[src/rtl/iarr_ram.sv]
// ============================================================================
// Generic RAM
// One write port and one read port, with the read data registered.
// ============================================================================
`timescale 1ns / 1ps
`default_nettype none

module iarr_ram #(
   parameter int DATA_W = 8,
   parameter int DEPTH  = 256,
   localparam int ADDR_W = (DEPTH > 1) ? $clog2(DEPTH) : 1
) (
   input  wire  logic              clock,
   input  wire  logic              wr_en,
   input  wire  logic [ADDR_W-1:0] wr_addr,
   input  wire  logic [DATA_W-1:0] wr_data,
   input  wire  logic              rd_en,
   input  wire  logic [ADDR_W-1:0] rd_addr,
   output logic       [DATA_W-1:0] rd_data
);

   logic [DATA_W-1:0] mem_ff [DEPTH];
   logic [DATA_W-1:0] rd_data_ff;

   // Write port.
   always_ff @(posedge clock) begin
      if (wr_en) begin
         mem_ff[wr_addr] <= wr_data;
      end
   end

   // Registered read port.
   always_ff @(posedge clock) begin
      if (rd_en) begin
         rd_data_ff <= mem_ff[rd_addr];
      end
   end

   assign rd_data = rd_data_ff;

endmodule

`default_nettype wire

[config.mk]
export PLATFORM = sky130hd
export DESIGN_NAME = iarr_ram
export DESIGN_NICKNAME = d
export VERILOG_FILES = /design/src/rtl/iarr_ram.sv
export SDC_FILE = /design/constraint.sdc
export NUM_CORES = 2
export LEC_CHECK = 0
export ABC_CLOCK_PERIOD_IN_PS = 4600
export CORE_MARGIN = 1.5
export CORE_UTILIZATION = 32
export CTS_BUF_LIST = sky130_fd_sc_hd__clkbuf_4
export DETAILED_ROUTE_END_ITERATION = 6
export DONT_BUFFER_PORTS = 1
export MAX_ROUTING_LAYER = met4
export PLACE_DENSITY = 0.45
export SLEW_MARGIN = 10
export SYNTH_ARGS = -nofsm -noshare
export SYNTH_HDL_FRONTEND = slang
export SYNTH_SLANG_ARGS = --single-unit
[constraint.sdc]
create_clock -name clock -period 4.6 [get_ports clock]
set_input_delay 0.92 -clock clock [delete_from_list [all_inputs] [get_ports clock]]
set_output_delay 0.92 -clock clock [all_outputs]
set_load 0.01 [all_outputs]
# Word level (Yosys, flattened, before mapping)
# Memory sizes are Yosys's and may differ from the RTL's. A register that Yosys moved wholly into a read port is not among the register bits.
# Index checks and enable logic that the tools add are counted.
# word_totals
in_bits	27
regBits	0
mem_count	1
elab_cells	3
ram_bits	2048
# mem_list
name	words	word_bits	rd	rd_ports_with_merged_regs	write_ports	line_no	source
mem_ff	256	8	1	1	1	22	logic [DATA_W-1:0] mem_ff [DEPTH];
# op_classes
muxes	2
# op_table
cell	count
two-way mux 1 bit	2

# Longest topological paths before layout
# depth
word_depth	2
depth_mapped	11
depth_no_buf	6

# Worst setup path before layout
# OpenSTA, ideal clock, no wires.
# synth_timing
path_type	input port to flip-flop
startpoint	in rd_addr[0]
endpoint	reg rd_data_ff[2] (netlist: rd_data[2]), read port of mem_ff (data pin)
n_path_buf	4
required_time_ns	4.331
arrival_ns	2.727
slack_ns	1.604
stages	9
cell_sequence	buf_6 buf_12 buf_8 buf_2 mux4_2 a22oi_1 a21oi_1 nor4_1 nor4_2
# synth_lines
element	line_no	source
start, declared	18	input wire logic [ADDR_W-1:0] rd_addr,
end, declared	23	logic [DATA_W-1:0] rd_data_ff;

==> reports/metrics.cfg <==
[placement]
place_worst_setup_slack_ps = 697.3
dpl.hpwl_mm = 120.7
place_congestion = 0.7824
numPortBuffers = 0

[clock_tree]
cts.clk_slew.worst_paths_ps = 70
h-tree-depth = 6
cts_buffers = 569
clockBufferDepth = 4
cts_root_buf = clkbuf_4
cts.hold.buffers_added = 17
cts.sinks = 2056
cts_tree = built
cts_setup_buffers = 0
cts_resized = 0
clk_latency_ps = 1350

[power]
sw_frac_of_total_pct = 22.16
power_frac_comb_pct = 4.4
p_leak_nw = 29.01
pwr-share-clk_pct = 42.3
p_sw_w = 0.008609
powerDensity_nw_per_um2 = 422.6
ir_drop_uv = 200.0
p_int_w = 0.03024
p_seq_share_pct = 53.3

[yosys]
synth_cell_types = 54
synth.top_cells.by_area = edfxtp_1 78%, mux4_2 13%, mux2i_1 1.7%
synthArstFlopShare_pct = 0
ys.flop_type = edfxtp_1
synth_top_area_share_pct = 77.53
seq_area_frac_synth_pct = 77.53
synth-edff-count = 2056
ys_ff_latch = 2056
synth_fp_nets = 3760
avgSynthCellArea_sq_um = 21.33
yosys_warnings = 0
synth_area_leader_cell = edfxtp_1
netlist_area_sq_um = 79640
synthCells = 3733

[drt]
dr.first_iter.drc_count = 3392
route.vias.total = 40700
drt_wl_total_mm = 224.1
drtPass1Iterations = 5
route.detailed.wl_per_inst_microns = 27.94
ant_nets = 0
remaining_drc_errors = 0
viasPerCell = 5.073

[worst_hold_path]
worstHoldStart = wr_data[5]
hp-class = primary input to flip-flop

[sta]
finalCriticalPeriod_ps = 4584
max_freq_mhz = 218.2
worst_slack_ps = 16.37
finalSetupViolations = 0
worst_pin_slew_ps = 1589
rsz0062_at_grt = false
clock_skew_ps = 77.24
setup_tns_ps = 0
slew_violations = 58
fin_crit_sh_pct = 99.64
hold_viol_final = 0
slew_headroom_pct = -5.938

[critical_path]
cp.arrival_ps = 5630
crit_required_ps = 5650
start_kind = primary input
critPathLaunch = rd_addr[0]
critical_path_class = primary input to flip-flop
end_kind = flip-flop
r2r-start = mem_ff[81][3]
path_max_fanout = 171

[status]
outcome = complete, but fails checks
violations = slew limit

[floorplan]
core_region_area_sq_um = 246600
initial_core_util_pct = 32.29
die_w_microns = 501.9
ioPinCount = 35
die_h_microns = 501.9
rows = 182
die_area_sq_um = 251900

[global_routing]
antenna_found_initial = 13
overflow = 0
groute.usage.overall_pct = 18.27
grt_max_degree = 579
grt_pass1_vias = 42840
grt_pass1_wl_mm = 318.1

[layout]
drive_above_1_share_pct = 34.26
nets = 4364
utilization_pct = 37.27
syn2layout_area_growth_pct = 15.42

[job]
cap_violations = 0

[registers in the layout, indices dropped and copies added, names as in the netlist]
register,flops
rd_data,8
mem_ff,2048
[power groups by stage]
stage / combinational (W) / clock [W] / sequential, W
finish: 0.00173 / 0.0164 / 0.0207
floorplan: 0.00100 / 0 / 0.0211
detailed placement: 0.00120 / 0 / 0.0211
global route: 0.00183 / 0.0180 / 0.0207
global placement: 0.00120 / 0 / 0.0211
CTS: 0.00156 / 0.0170 / 0.0207
[synth_stat cells, drive strengths merged, types with 12 or more instances]
master	n
edfxtp	2056
mux4	456
nor2	282
mux2i	134
a22oi	133
buf	122
clkbuf	111
a21oi	96
o221ai	47
nand3	34
nand2	33
nor2b	31
o22ai	28
nor4	27
nor3	22
a211oi	16
a221oi	14
o21ai	12
[placed cells by master (no fill, tap or decap), drive strengths merged, types with 47 or more instances in the layout]
cell type	count
edfxtp	2056
nor2	282
a21oi	96
a22oi	133
mux2i	134
mux4	456
clkinv	67
clkbuf	838
o221ai	47
buf	250
[stage by stage]
| stage | area (sq um) | total power [W] | hold WS, ps | instances |
|---|---|---|---|---|
| 2_1_floorplan | 79640 | 0.02208 | 864.2 | 3733 |
| 6_report | 91920 | 0.03885 | 111.4 | 8023 |
| 5_1_grt | 91920 | 0.04047 | 0.8868 | 8023 |
| 4_1_cts | 91520 | 0.03924 | 0.1079 | 7993 |
| 3_3_place_gp | 84200 | 0.02230 | 1044 | 7042 |
| 3_5_place_dp | 84220 | 0.02230 | 1044 | 7043 |
[layer usage]
layer	vias up	GRT usage (%)	wire (microns)
met4	0	5.061	4357
met2	1303	28.28	108100
met3	320	3.620	12360
li1	17310	-	-
met1	21770	24.51	99360
met5	-	-	0
[worst max-delay path, stage by stage]
cell,delay [ps]
buf_16,620
buf_16,930
mux4_2,610
nand2b_1,160
a311oi_1,430
o221ai_1,210
a211oi_1,910
nor4_1,110
[cells by family (layout without fill, tap and decap cells)]
group           Yosys count  in the layout  share of synthesized area [%]
compound gates          385            385                          3.416
flops                  2056           2056                          77.53
mux                     591            591                          14.60
simple gates            466            466                          2.625
buf+inv                 235           1201                          1.829
other cells               0             12                              0
[final cells by class]
type | count | area, sq um
multi-input cells | 1442 | 16560
diodes | 12 | 30.03
fillers | 22850 | 154700
flip-flops and latches | 2056 | 61740
inverters | 2 | 7.507
clock buffers | 838 | 6291
well taps | 3312 | 4144
repair buffers | 266 | 2455
clock inverters | 95 | 693.2
[worst paths after layout]
kind / to / slack [ps] / cells past startpoint
max: rd_data[5] / 20 / 8
min: mem_ff[242][5] / 110 / 1
max reg2reg: rd_data[3] / 1620 / 6
min reg2reg: rd_data[2] / 1070 / 5
No activity file was read; power rests on OpenSTA's default activity.
