## config.mk

```make
export PLATFORM = sky130hd
export DESIGN_NAME = iarr_load_addr
export DESIGN_NICKNAME = d
export VERILOG_FILES = /design/src/rtl/iarr_pkg.sv /design/src/rtl/iarr_load_addr.sv
export SDC_FILE = /design/constraint.sdc
export NUM_CORES = 1
export LEC_CHECK = 0
export BUFFER_PORTS_ARGS = -buffer_cell sky130_fd_sc_hd__buf_2
export CAP_MARGIN = 10
export CORE_ASPECT_RATIO = 0.7
export CORE_UTILIZATION = 45
export DETAILED_ROUTE_END_ITERATION = 10
export PLACE_DENSITY_LB_ADDON = 0.1
export SLEW_MARGIN = 20
export SYNTH_ARGS = -nofsm -noshare
export SYNTH_HDL_FRONTEND = slang
export SYNTH_SLANG_ARGS = --single-unit
export TNS_END_PERCENT = 1
```

## constraint.sdc

```tcl
create_clock -name clock -period 12.2 [get_ports clock]
set_input_delay 3.05 -clock clock [delete_from_list [all_inputs] [get_ports clock]]
set_output_delay 3.05 -clock clock [all_outputs]
set_load 0.1 [all_outputs]
```

## src/rtl/iarr_pkg.sv

```systemverilog
// ============================================================================
// Image right-angle rotator package
// Shared request and response types, register indexes and rotation codes.
// ============================================================================
`timescale 1ns / 1ps
`default_nettype none

package iarr_pkg;

   // Default frame store dimensions.
   localparam int DEF_MAX_WIDTH    = 128;
   localparam int DEF_MAX_HEIGHT   = 128;
   localparam int DEF_MAX_CHANNELS = 4;

   // Configuration port geometry.
   localparam int CSR_DATA_W = 8;
   localparam int CSR_IDX_W  = 2;

   // Cycles of setup after reset or a register write, while products settle.
   localparam int SETUP_CYCLES = 2;

   // Register indexes.
   localparam logic [CSR_IDX_W-1:0] REG_IMAGE_WIDTH   = 2'd0;
   localparam logic [CSR_IDX_W-1:0] REG_IMAGE_HEIGHT  = 2'd1;
   localparam logic [CSR_IDX_W-1:0] REG_CHANNEL_COUNT = 2'd2;
   localparam logic [CSR_IDX_W-1:0] REG_ROTATION_MODE = 2'd3;

   // Rotation codes; the spare code behaves as a quarter turn.
   localparam logic [1:0] ROT_90  = 2'd0;
   localparam logic [1:0] ROT_180 = 2'd1;
   localparam logic [1:0] ROT_270 = 2'd2;

   // Request function codes.
   localparam logic FUNC_LOAD  = 1'b0;
   localparam logic FUNC_DRAIN = 1'b1;

   typedef struct packed {
      logic       func;
      logic [7:0] sample;
   } req_type;

   typedef struct packed {
      logic [7:0] pixel_byte;
      logic       last_byte;
   } rsp_type;

   // Control from the top level to the load address generator.
   typedef struct packed {
      logic load;     // a load request is accepted this cycle
      logic restart;  // a register write restarts the frame
      logic reload;   // setup in progress: reload the start addresses
   } ldc_type;

   // Status from the load address generator.
   typedef struct packed {
      logic frame_done;  // the accepted load is the final byte of the frame
   } lds_type;

endpackage

`default_nettype wire

```

## src/rtl/iarr_load_addr.sv

```systemverilog
// ============================================================================
// Load address generator
// Walks the source raster with column, row and channel counters and keeps the
// rotated pixel index up to date by steps, giving the frame store write address.
// ============================================================================
`timescale 1ns / 1ps
`default_nettype none

module iarr_load_addr #(
   parameter int MAX_WIDTH    = iarr_pkg::DEF_MAX_WIDTH,
   parameter int MAX_HEIGHT   = iarr_pkg::DEF_MAX_HEIGHT,
   parameter int MAX_CHANNELS = iarr_pkg::DEF_MAX_CHANNELS,
   localparam int DIM_W_W = $clog2(MAX_WIDTH + 1),
   localparam int DIM_H_W = $clog2(MAX_HEIGHT + 1),
   localparam int CNT_W   = $clog2(MAX_CHANNELS + 1),
   localparam int WH_W    = $clog2(MAX_WIDTH * MAX_HEIGHT + 1),
   localparam int DEPTH   = MAX_WIDTH * MAX_HEIGHT * MAX_CHANNELS,
   localparam int ADDR_W  = (DEPTH > 1) ? $clog2(DEPTH) : 1
) (
   input  wire  logic                clock,
   input  wire  logic                reset,
   input  wire  iarr_pkg::ldc_type   ctl,
   input  wire  logic [DIM_W_W-1:0]  width,
   input  wire  logic [DIM_H_W-1:0]  height,
   input  wire  logic [CNT_W-1:0]    chans,
   input  wire  logic [1:0]          mode,
   input  wire  logic [WH_W-1:0]     area,
   output iarr_pkg::lds_type         status,
   output logic       [ADDR_W-1:0]   wr_addr
);

   localparam int COL_W  = (MAX_WIDTH > 1) ? $clog2(MAX_WIDTH) : 1;
   localparam int ROW_W  = (MAX_HEIGHT > 1) ? $clog2(MAX_HEIGHT) : 1;
   localparam int CHN_W  = (MAX_CHANNELS > 1) ? $clog2(MAX_CHANNELS) : 1;
   localparam int PIX_W  = (MAX_WIDTH * MAX_HEIGHT > 1) ?
                           $clog2(MAX_WIDTH * MAX_HEIGHT) : 1;
   localparam int PROD_W = PIX_W + CNT_W;

   logic [COL_W-1:0] col_ff, col_in;
   logic [ROW_W-1:0] row_ff, row_in;
   logic [CHN_W-1:0] chan_ff, chan_in;
   logic [PIX_W-1:0] pix_ff, pix_in;
   logic [PIX_W-1:0] rs_ff, rs_in;

   logic              chan_end, col_end, row_end;
   logic [WH_W-1:0]   pix_w, rs_w, h_w;
   logic [WH_W-1:0]   pix_init, rs_init, col_next, row_next;
   logic [PROD_W-1:0] prod;

   // End-of-span flags for the three counters.
   always_comb begin
      chan_end = (CNT_W'(chan_ff) == chans - CNT_W'(1));
      col_end  = (DIM_W_W'(col_ff) == width - DIM_W_W'(1));
      row_end  = (DIM_H_W'(row_ff) == height - DIM_H_W'(1));
      status.frame_done = ctl.load && chan_end && col_end && row_end;
   end

   // Start index and the steps along a row and down to the next row.
   always_comb begin
      pix_w = WH_W'(pix_ff);
      rs_w  = WH_W'(rs_ff);
      h_w   = WH_W'(height);
      if (mode == iarr_pkg::ROT_180) begin
         pix_init = area - WH_W'(1);
         rs_init  = area - WH_W'(1);
         col_next = pix_w - WH_W'(1);
         row_next = pix_w - WH_W'(1);
      end else if (mode == iarr_pkg::ROT_270) begin
         pix_init = area - h_w;
         rs_init  = area - h_w;
         col_next = pix_w - h_w;
         row_next = rs_w + WH_W'(1);
      end else begin
         // Quarter turn clockwise; the spare code behaves the same.
         pix_init = h_w - WH_W'(1);
         rs_init  = h_w - WH_W'(1);
         col_next = pix_w + h_w;
         row_next = rs_w - WH_W'(1);
      end
   end

   // Next values of the counters and the rotated pixel index.
   always_comb begin
      col_in  = col_ff;
      row_in  = row_ff;
      chan_in = chan_ff;
      pix_in  = pix_ff;
      rs_in   = rs_ff;
      if (ctl.restart) begin
         col_in  = '0;
         row_in  = '0;
         chan_in = '0;
      end else if (ctl.load) begin
         if (!chan_end) begin
            chan_in = chan_ff + CHN_W'(1);
         end else begin
            chan_in = '0;
            if (!col_end) begin
               col_in = col_ff + COL_W'(1);
               pix_in = PIX_W'(col_next);
            end else begin
               col_in = '0;
               pix_in = PIX_W'(row_next);
               rs_in  = PIX_W'(row_next);
               row_in = row_end ? '0 : row_ff + ROW_W'(1);
            end
         end
      end
      // Setup and the end of a frame both return to the start index.
      if (ctl.reload || status.frame_done) begin
         pix_in = PIX_W'(pix_init);
         rs_in  = PIX_W'(rs_init);
      end
   end

   always_ff @(posedge clock) begin
      if (reset) begin
         col_ff  <= '0;
         row_ff  <= '0;
         chan_ff <= '0;
      end else begin
         col_ff  <= col_in;
         row_ff  <= row_in;
         chan_ff <= chan_in;
      end
   end

   always_ff @(posedge clock) begin
      pix_ff <= pix_in;
      rs_ff  <= rs_in;
   end

   // Byte address of the current load: pixel index times channels plus channel.
   always_comb begin
      prod    = PROD_W'(pix_ff) * PROD_W'(chans) + PROD_W'(chan_ff);
      wr_addr = ADDR_W'(prod);
   end

endmodule

`default_nettype wire

```

; ---- Word-level counts from Yosys, hierarchy flattened
; Cells that the tools add are included.
[classes]
add_sub_neg = 15
mul = 1
eq_ne = 6
mux = 19
reduce_logical = 12
[op_table]
columns = operator, count
row1 = $mux W14, 16
row2 = $sub A14 B1 Y14 const B, 3
row3 = $sub A14 B8 Y14, 2
row4 = $add A16 B2 Y16, 1
row5 = $eq A7 B8 Y1, 2
row6 = $mul A14 B3 Y16, 1
row7 = $sub A8 B1 Y8 const B, 2
row8 = $add A14 B1 Y14 const B, 1
row9 = $add A14 B8 Y14, 1
row10 = $add A7 B1 Y7 const B, 2
row11 = $mux W7, 2
row12 = $sub A8 B1 Y9 const B, 1
row13 = $reduce_and A3 Y1, 2
row14 = $reduce_bool A2 Y1, 3
row15 = $reduce_and A4 Y1, 1
row16 = $eq A2 B3 Y1, 1
row17 = $logic_and A1 B1 Y1, 3
row18 = $sub A3 B1 Y3 const B, 1
row19 = $add A2 B1 Y2 const B, 1
row20 = $eq A2 B1 Y1 const B, 1
row21 = $eq A2 B2 Y1 const B, 1
row22 = $mux W2, 1
row23 = $ne A2 B1 Y1 const B, 1
row24 = $reduce_and A2 Y1, 1
row25 = 2 further kinds, 2
[totals]
reg_bits = 44
inputBits = 41
output_inout_bits = 17

; ---- Depth between registers and ports, before layout
; Gate-level depths: netlist (run 1).
[depth]
depth_word = 8
depth_mapped = 16
depth_no_buf = 14

; ---- Least setup slack after synthesis (run 1)
; No wires, ideal clock.
[synth_path]
path_kind = input port to output port
start = in chans[0]
end = out wr_addr[13]
t_arrival_ps = 7147
required_time_ps = 9150
slack_ps = 2003
cell_stages = 12
path_cell_list = clkbuf_1 and2_1 fa_1 ha_1 fa_1 a21o_1 a21oi_1 o21a_1 o31ai_1 nor4_1 nor2_1 xnor2_1
[synth_between]
elab_chain_cells = 2
[synth_rtl]
columns = item, line
row1 = from (decl), iarr_load_addr.sv:25  ; input wire logic [CNT_W-1:0] chans,
row2 = $mul A14 B3 Y16, iarr_load_addr.sv:135  ; prod = PROD_W'(pix_ff) * PROD_W'(chans) + PROD_W'(chan_ff);
row3 = $add A16 B2 Y16, iarr_load_addr.sv:135
row4 = to (decl), iarr_load_addr.sv:29  ; output logic [ADDR_W-1:0] wr_addr
; No other way between the ends.

; ---- Final worst setup path (run 1)
[layout_path]
start = in chans[1]
end = out wr_addr[15]
; Same word-level chain as after synthesis.

==> results.ini, run 1 <==
[run_status]
status=completed

[synthesis]
synth_cells=816
ys_seq_area_share_pct=17.79
ys_warn_count=0
avgSynthCellArea_um2=7.999
synth-seq-cells=44
syn_area_mm2=0.006528
synth_edf_count=28
synth_area_leaders=ha_1 14%, edfxtp_1 13%, xnor2_1 8.6%
synth-main-ff-cell=edfxtp_1
synth_top_area_share_pct=13.80
synth_nets=945
ys_types=63
async_flop_share_pct=0
synth_area_leader_cell=ha_1

[route]
vias=6075
wl_per_cell_um=16.38
finalWirelength_um=17140
drtAntennaViolNets=0
drt-vias-per-instance=5.808
post-route-drc-count=0
drtIter0Drc=418
dr.pass1.iters=5

[timing]
drv_slew=0
clock.fmax_mhz=102.0
setup_tns_ns=0
hold_viol=0
skew_ns=0.01003
fin_crit_sh_pct=80.32
period_needed_ns=9.800
tightest_slew_ns=0.8973
setup_violations=0
relSlewSlack_pct=40.12
rsz0062_at_grt=false

[worst_hold_path]
hold_path_class=flip-flop to flip-flop

[placed_design]
gp_congestion=0.9074
io_buffers=56
hpwl_um=13530

[global_route]
grt_use_total_pct=23.31
top_usage_layer=met2
grt_pass1_wl_um=28100
grt_pass1_vias=5670
grt_start_max_net_pins=38
grtUsageMet3_pct=2.743
grt_overflow=0
use_met2_pct=37.95
antenna_found_initial=0
grtUsageMet1_pct=33.75

[cells_and_area]
fin_util_pct=50.91
finalNetCount=984
drive_gt1_share_pct=11.92
area_growth_pct=9.603
num_antenna_cells=0

[job]
cap_viol_max_count=0

[worst_setup_path]
slowest_delay_ns=0.46
crit_arrival_ns=6.75
crit_required_ns=9.15
start_kind=input port
critPathCaptureType=primary output
crit_type=input port to primary output
worst_path_max_delay_cell=fa_1
crit_fanout=13
cp_cell_sequence=buf_2 -> inv_1 -> nor2_1 -> fa_1 -> ha_1 -> fa_1 -> a21o_1 -> a21oi_1 -> o21a_1 -> o31ai_1 -> nor4_1 -> o31ai_1 -> a21oi_1 -> xnor2_1 -> buf_2

[die]
dieWidth_um=146.0
coreArea_mm2=0.01405
rows=36
io_pins=58
start_util_pct=46.45
die-area_mm2=0.01500
fp.dieH_um=102.8

[clocking]
hold_buffers=0
cts_max_level=2
numCtsBuffers=5
cts_setup_buffers=0
cts_sinks=44
path_clk_slew_ns=0.07
cts-root-buf=clkbuf_16
clock_latency_ns=0.30
clock_path_buffers=2
cts_resized=0
cts_tree=built

[pwr]
powerDensity_mw_per_mm2=136.4
leakage_nw=3.004
irDropWorstVdd_mv=0.1208

[critical path, delay by kind of cell]
kind                     cells  cell delay, ns
buffers and inverters        3            0.75
AO/OA/AOI/OAI                6            1.08
XOR/XNOR                     1            0.13
AND/OR/NAND/NOR              2            0.49
adder cells (fa/ha/maj)      3            1.25
[metrics by stage]
stage | std cells | setup slack, ns | instance area, µm² | power (mW) | hold WS, ns
2_1_floorplan | 816 | 2.003 | 6528 | 0.7010 | 0.5036
3_3_place_gp | 1038 | 2.427 | 6977 | 0.8005 | 0.5316
3_5_place_dp | 1038 | 2.396 | 6977 | 0.8087 | 0.5523
4_1_cts | 1046 | 2.383 | 7147 | 0.9767 | 0.5716
5_1_grt | 1046 | 2.054 | 7154 | 1.037 | 0.5888
6_report | 1046 | 2.400 | 7154 | 0.9756 | 0.5670
[placed cells by master, fill, tap and decap left out, types with 3 or more instances in the layout]
cell type | netlist | final
o31ai_1 | 8 | 8
a21o_1 | 12 | 12
a21oi_1 | 51 | 51
o21ai_1 | 1 | 3
nand3_1 | 21 | 21
or4_1 | 6 | 6
nand3b_1 | 4 | 4
xnor3_1 | 3 | 3
or2_2 | 9 | 9
o21ai_0 | 53 | 51
mux2i_1 | 9 | 9
edfxtp_1 | 28 | 28
nor3_4 | 3 | 3
a31oi_1 | 7 | 7
mux2_2 | 6 | 6
o21a_1 | 6 | 6
dfxtp_1 | 16 | 16
ha_1 | 72 | 72
o21bai_1 | 7 | 7
a211oi_1 | 12 | 12
xor2_1 | 33 | 33
nor3_1 | 31 | 31
nor4_1 | 9 | 9
nor2b_1 | 10 | 10
buf_4 | 1 | 9
xnor2_1 | 64 | 64
o31a_1 | 4 | 4
nand4_1 | 8 | 8
o211ai_1 | 12 | 12
nand2b_1 | 9 | 9
nand2_1 | 66 | 66
or3_1 | 5 | 5
fa_1 | 16 | 16
and3_1 | 5 | 5
clkbuf_16 | 0 | 5
a31o_2 | 4 | 4
buf_2 | 3 | 56
inv_1 | 38 | 38
and2_1 | 31 | 31
nor2_1 | 75 | 74
[path summary, 6_finish.rpt]
path	from	to	slack (ns)	cells after the start
setup / recovery	chans[1]	wr_addr[15]	2.40	15
setup reg to reg	rs_ff[0]	pix_ff[8]	9.01	9
hold reg to reg	col_ff[6]	col_ff[6]	0.57	2
hold / removal	col_ff[6]	col_ff[6]	0.57	2
[layer usage]
metal / part of all wire, % / vias to the layer above
met4: 0.93 / 0
met5: 0 / -
met2: 43 / 143
met3: 4.0 / 13
met1: 52 / 2897
li1: - / 3022
[power breakdown]
part           leakage, nW  switching, mW  internal [mW]
Sequential           0.406         0.0170          0.178
Combinational         2.51          0.425          0.192
Clock               0.0847         0.0667         0.0977
[cell type report]
class | count | area, µm²
Fill cell | 1410 | 6899
Multi-Input combinational cell | 701 | 5095
Sequential cell | 44 | 1161
Timing Repair Buffer | 65 | 347.8
Tap cell | 190 | 237.7
Inverter | 38 | 142.6
Clock buffer | 5 | 125.1
Clock inverter | 3 | 45.04
[registers in the layout, summed over array words and instances, names as in the netlist]
register / cells
pix_ff: 14
col_ff: 7
row_ff: 7
chan_ff: 2
rs_ff: 14
[cells in the mapped netlist, drive strengths merged, types with 21 or more instances]
cell and number:
a21oi 52, and2 31, clkbuf 27, edfxtp 28
ha 72, inv 38, nand2 66, nand3 21
nor2 75, nor3 34, o21ai 54, xnor2 64
xor2 33
[cell families (layout without fill, tap and decap cells)]
logic type               count (synthesis)  count (layout)  share of synthesized area [%]
AND/OR/NAND/NOR                        297             297                          22.96
AO/OA/AOI/OAI                          201             201                          19.76
XOR/XNOR                               100             100                          14.05
adder cells (fa/ha/maj)                 88              88                          18.71
buffers and inverters                   71             111                          4.313
flip-flops                              44              44                          17.79
multiplexers                            15              15                          2.415
Power figures use the tool's default switching activity.
==> run 2: changes to the inputs <==
==> constraint.sdc (replaced) <==
create_clock -name clock -period 9.9 [get_ports clock]
set_input_delay 2.475 -clock clock [delete_from_list [all_inputs] [get_ports clock]]
set_output_delay 2.475 -clock clock [all_outputs]
set_load 0.1 [all_outputs]
==> results.ini, run 2 (synthesized netlist as in run 1, its figures left out) <==
[timing]
skew_ns=0.007311  ; -0.002716 ns
tightest_slew_ns=1.129  ; +0.2315 ns
clock.fmax_mhz=115.5
hold_viol=0  ; unchanged
period_needed_ns=8.658
relSlewSlack_pct=23.76  ; -16 points
rsz0062_at_grt=false
drv_slew=0  ; unchanged
setup_violations=0  ; unchanged
fin_crit_sh_pct=87.45
setup_tns_ns=0  ; unchanged

[cells_and_area]
drive_gt1_share_pct=11.70  ; -0.22 points
multiInputGateArea_mm2=0.005087  ; -0.15%
area_growth_pct=9.412
final_cell_mix=74 x nor2_1, 72 x ha_1, 66 x nand2_1
num_antenna_cells=0  ; unchanged
finalNetCount=983  ; -0.10%
fillers=1390  ; -1.4%
final_common_cell=nor2_1
regArea_mm2=0.001161  ; unchanged
reg.largest.list=pix_ff (14), rs_ff (14)

[pwr]
p_int_mw=0.5756  ; +23%
p_sw_mw=0.6253  ; +23%
powerDensity_mw_per_mm2=168.2  ; +23%
swShare_pct=52.07  ; about the same
leakage_nw=2.994  ; -0.33%
p_clk_share_pct=16.6  ; -0.3 points
p_total_mw=1.201  ; +23%
pwr-share-comb_pct=63.3  ; about the same
pwr-share-seq_pct=20.0  ; about the same
irDropWorstVdd_mv=0.1500  ; +24%

[job]
cap_viol_max_count=0  ; unchanged

[global_route]
grt_use_total_pct=23.40  ; +0.089 points
use_met2_pct=37.95  ; unchanged
grt_pass1_wl_um=28230  ; +0.47%
grt_start_max_net_pins=38  ; unchanged
grtUsageMet3_pct=3.009  ; +0.27 points
grt_overflow=0  ; unchanged
top_usage_layer=met2
antenna_found_initial=0  ; unchanged
grtUsageMet1_pct=33.54  ; -0.21 points
grt_pass1_vias=5790  ; +2.1%

[worst_setup_path]
start_kind=input port
crit_arrival_ns=6.18  ; -0.57 ns
crit_fanout=13  ; unchanged
crit_required_ns=7.43  ; -1.72 ns
critPathCaptureType=primary output
crit_type=input port to primary output

[die]
dieWidth_um=146.0  ; unchanged
die-area_mm2=0.01500  ; unchanged
io_pins=58  ; unchanged
rows=36  ; unchanged
start_util_pct=46.45  ; unchanged
coreArea_mm2=0.01405  ; unchanged
fp.dieH_um=102.8  ; unchanged

[clocking]
hold_buffers=0  ; unchanged
cts_sinks=44  ; unchanged
cts_setup_buffers=0  ; unchanged
cts-root-buf=clkbuf_16
path_clk_slew_ns=0.07  ; about the same
cts_max_level=2  ; unchanged
cts_resized=0  ; unchanged
clock_latency_ns=0.30  ; about the same
cts_tree=built
clock_path_buffers=2  ; unchanged
numCtsBuffers=5  ; unchanged

[route]
post-route-drc-count=0  ; unchanged
finalWirelength_um=17200  ; +0.37%
drt-vias-per-instance=5.819  ; +0.19%
vias=6081  ; +0.099%
wl_per_cell_um=16.46  ; +0.46%
dr.pass1.iters=7  ; +2
drtAntennaViolNets=0  ; unchanged
drtIter0Drc=389  ; -6.9%

[placed_design]
gp_congestion=0.8737  ; -3.7%
hpwl_um=13600  ; +0.57%
io_buffers=56  ; unchanged

[run_status]
status=completed

[worst_hold_path]
hold_path_class=flip-flop to flip-flop

run 2: cell count changes in the layout (fill, tap and decap cells not counted):
cell,before,now
o41ai_2,1,0
inv_4,1,0
inv_6,1,0
o41ai_1,1,2
clkinv_4,0,2
buf_4,9,8
run 2: power groups by stage:
stage	Clock, mW	Sequential (mW)	Combinational [mW]
floorplan	0	0.235	0.628
global placement	0	0.244	0.743
detailed placement	0	0.245	0.754
CTS	0.202	0.240	0.760
global route	0.211	0.243	0.826
finish	0.200	0.241	0.761
run 2: path summary, 6_finish.rpt:
| kind | slack (ns) | from | end | cells past startpoint |
|---|---|---|---|---|
| worst max-delay path | 1.24 | chans[1] | wr_addr[15] | 15 |
| worst max register to register | 6.39 | rs_ff[1] | pix_ff[9] | 9 |
| worst min register to register | 0.55 | col_ff[6] | col_ff[6] | 2 |
| worst min-delay path | 0.55 | col_ff[6] | col_ff[6] | 2 |
run 2: layout make-up:
class                   count  share of cell area [%]
repair buffers             64                   4.765
flip-flops and latches     44                   16.26
multi-input cells         701                   71.23
inverters                  38                   1.997
clock buffers               5                   1.752
clock inverters             3                  0.6657
well taps                 190                   3.329
run 2: per-layer routing:
metal / wire (µm) / part of all wire [%]
met1: 8743 / 51
met4: 178 / 1.0
met5: 0 / 0
met3: 904 / 5.3
met2: 7371 / 43
run 2: through the flow:
step / instances / hold slack [ns] / cell area (µm²) / worst slack [ns] / utilization (%)
4_1_cts: 1045 / 0.5579 / 7142 / 1.217 / 50.82
2_1_floorplan: 816 / 0.5036 / 6528 / 0.8529 / -
3_5_place_dp: 1037 / 0.5424 / 6969 / 1.233 / 49.59
6_report: 1045 / 0.5499 / 7142 / 1.242 / 50.82
5_1_grt: 1045 / 0.5940 / 7142 / 0.8713 / 50.82
3_3_place_gp: 1037 / 0.5312 / 6969 / 1.291 / 49.59
run 2: worst max-delay path, stage by stage:
cell and delay [ns]:
buf_2 0.21, inv_1 0.11, nor2_1 0.14, fa_1 0.44
ha_1 0.36, fa_1 0.46, a21o_1 0.18, a21oi_1 0.28
o21a_1 0.19, o31ai_1 0.12, nor4_1 0.32, o31ai_1 0.14
a21oi_1 0.19, xnor2_1 0.13, buf_2 0.44
==> run 3: changes to the inputs <==
==> constraint.sdc (replaced) <==
create_clock -name clock -period 9.9 [get_ports clock]
set_input_delay 2.475 -clock clock [delete_from_list [all_inputs] [get_ports clock]]
set_output_delay 2.475 -clock clock [all_outputs]
set_load 0.005 [all_outputs]
==> results.ini, run 3 (synthesized netlist as in run 1, its figures left out) <==
[pwr]
leakage_nw=2.995  ; about the same
irDropWorstVdd_mv=0.07132  ; -52%
p_clk_share_pct=19.7  ; +3.1 points
pwr-share-comb_pct=55.0  ; -8.3 points
powerDensity_mw_per_mm2=133.0  ; -21%
p_int_mw=0.5633  ; -2.1%
pwr-share-seq_pct=25.3  ; +5.3 points
p_sw_mw=0.3863  ; -38%
p_total_mw=0.9496  ; -21%
swShare_pct=40.68  ; -11 points

[placed_design]
place_area_mm2=0.006977  ; +0.11%
hpwl_um=13630  ; +0.18%
io_buffers=56  ; unchanged
gp_congestion=0.8772  ; +0.40%

[clocking]
clock_latency_ns=0.30  ; about the same
cts-root-buf=clkbuf_16
numCtsBuffers=5  ; unchanged
cts_setup_buffers=0  ; unchanged
hold_buffers=0  ; unchanged
cts_tree=built
cts_resized=0  ; unchanged
path_clk_slew_ns=0.07  ; about the same
clock_path_buffers=2  ; unchanged
cts_sinks=44  ; unchanged
cts_max_level=2  ; unchanged

[global_route]
grt_start_max_net_pins=38  ; unchanged
grt_use_total_pct=23.47  ; +0.073 points
antenna_found_initial=0  ; unchanged
grt_pass1_wl_um=28220  ; about the same
grt_pass1_vias=5766  ; -0.41%
grt_overflow=0  ; unchanged

[timing]
setup_violations=0  ; unchanged
setup_tns_ns=0  ; unchanged
clock.fmax_mhz=119.2  ; +3.2%
period_needed_ns=8.392  ; -0.2659 ns
relSlewSlack_pct=28.02  ; +4.3 points
drv_slew=0  ; unchanged
fin_crit_sh_pct=84.77  ; -2.7 points
rsz0062_at_grt=false
hold_viol=0  ; unchanged
skew_ns=0.005029  ; -0.002282 ns
tightest_slew_ns=1.066  ; -0.06299 ns

[worst_setup_path]
critPathCaptureType=primary output
r2r-start=rs_ff[1]
reg2reg_to=pix_ff[9]
crit_arrival_ns=5.92  ; -0.26 ns
worstRegToRegCells=9  ; unchanged
crit_start=chans[1]
cp-endpoint=wr_addr[15]
crit_type=input port to primary output
crit_required_ns=7.43  ; about the same
start_kind=input port
crit_fanout=13  ; unchanged
r2r_slack_ns=6.36  ; -0.03 ns

[die]
rows=36  ; unchanged
io_pins=58  ; unchanged
fp.dieH_um=102.8  ; unchanged
dieWidth_um=146.0  ; unchanged
coreArea_mm2=0.01405  ; unchanged
start_util_pct=46.45  ; unchanged
die-area_mm2=0.01500  ; unchanged

[cells_and_area]
reg.largest.list=pix_ff (14), rs_ff (14)
drive_gt1_share_pct=11.68  ; -0.014 points
final_cell_area_mm2=0.007139  ; about the same
final_cell_mix=74 x nor2_1, 72 x ha_1, 66 x nand2_1
finalNetCount=984  ; +0.10%
area_growth_pct=9.373  ; about the same
final_common_cell=nor2_1
fillers=1356  ; -2.4%
num_antenna_cells=0  ; unchanged

[route]
drtAntennaViolNets=0  ; unchanged
vias=6098  ; +0.28%
drtIter0Drc=468  ; +20%
dr.pass1.iters=5  ; -2
post-route-drc-count=0  ; unchanged
wl_per_cell_um=16.70  ; +1.5%
drt-vias-per-instance=5.830  ; +0.18%
finalWirelength_um=17470  ; +1.6%

[worst_hold_path]
hold_path_class=flip-flop to flip-flop

[job]
cap_viol_max_count=0  ; unchanged

[run_status]
status=completed

## run 3: cell count changes in the layout (fill, tap and decap cells not counted)
cell	before	now
buf_4	8	9
bufinv_16	1	0
clkinv_4	2	1
clkbuf_16	5	6
clkinv_1	0	1
## run 3: power by group through the flow
stage	Clock, mW	Sequential [mW]	Combinational [mW]
after floorplan	0	0.235	0.389
after global placement	0	0.244	0.504
after detailed placement	0	0.245	0.515
after CTS	0.188	0.240	0.521
after global routing	0.196	0.243	0.586
final	0.187	0.240	0.522
## run 3: critical path: stages
cell     delay (ns)
buf_2          0.21
inv_1          0.11
nor2_1         0.14
fa_1           0.44
ha_1           0.35
fa_1           0.47
a21o_1         0.17
a21oi_1        0.27
o21a_1         0.20
o31ai_1        0.13
nor4_1         0.35
o31ai_1        0.15
a21oi_1        0.19
xnor2_1        0.13
buf_2          0.12
## run 3: metrics by stage
stage               setup WS (ns)  utilization, %  instances  hold WS [ns]
floorplan                   2.104               -        816        0.5036
global placement            1.596           49.64       1038        0.5317
detailed placement          1.539           49.64       1038        0.5504
CTS                         1.521           50.80       1046        0.5702
global route                1.160           50.80       1046        0.5999
finish                      1.508           50.80       1046        0.5693
## run 3: worst min-delay path by stage
stage              start   endpoint  depth (start not counted)
6_report       col_ff[6]  col_ff[6]                          2
5_1_grt        row_ff[6]  row_ff[6]                          2
4_1_cts        col_ff[6]  col_ff[6]                          2
3_5_place_dp   col_ff[6]  col_ff[6]                          2
3_3_place_gp   col_ff[6]  col_ff[6]                          2
2_1_floorplan  col_ff[6]  col_ff[6]                          2
## run 3: cell type report
| cell class | instances | area, µm² | area share, % |
|---|---|---|---|
| inverter | 38 | 142.6 | 1.998 |
| clock buffer | 6 | 150.1 | 2.103 |
| sequential | 44 | 1161 | 16.26 |
| clock inverter | 2 | 12.51 | 0.1753 |
| tap | 190 | 237.7 | 3.330 |
| timing repair buffer | 65 | 347.8 | 4.872 |
| multi-input combinational | 701 | 5087 | 71.26 |
## run 3: per-layer routing
layer / vias up / global-route usage (%) / wire length, µm / share of wire, %
li1: 3015 / - / - / -
met1: 2911 / 33.53 / 8948 / 51
met2: 155 / 38.02 / 7521 / 43
met3: 17 / 3.009 / 805 / 4.6
met4: 0 / 5.020 / 190 / 1.1
met5: - / 0 / 0 / 0
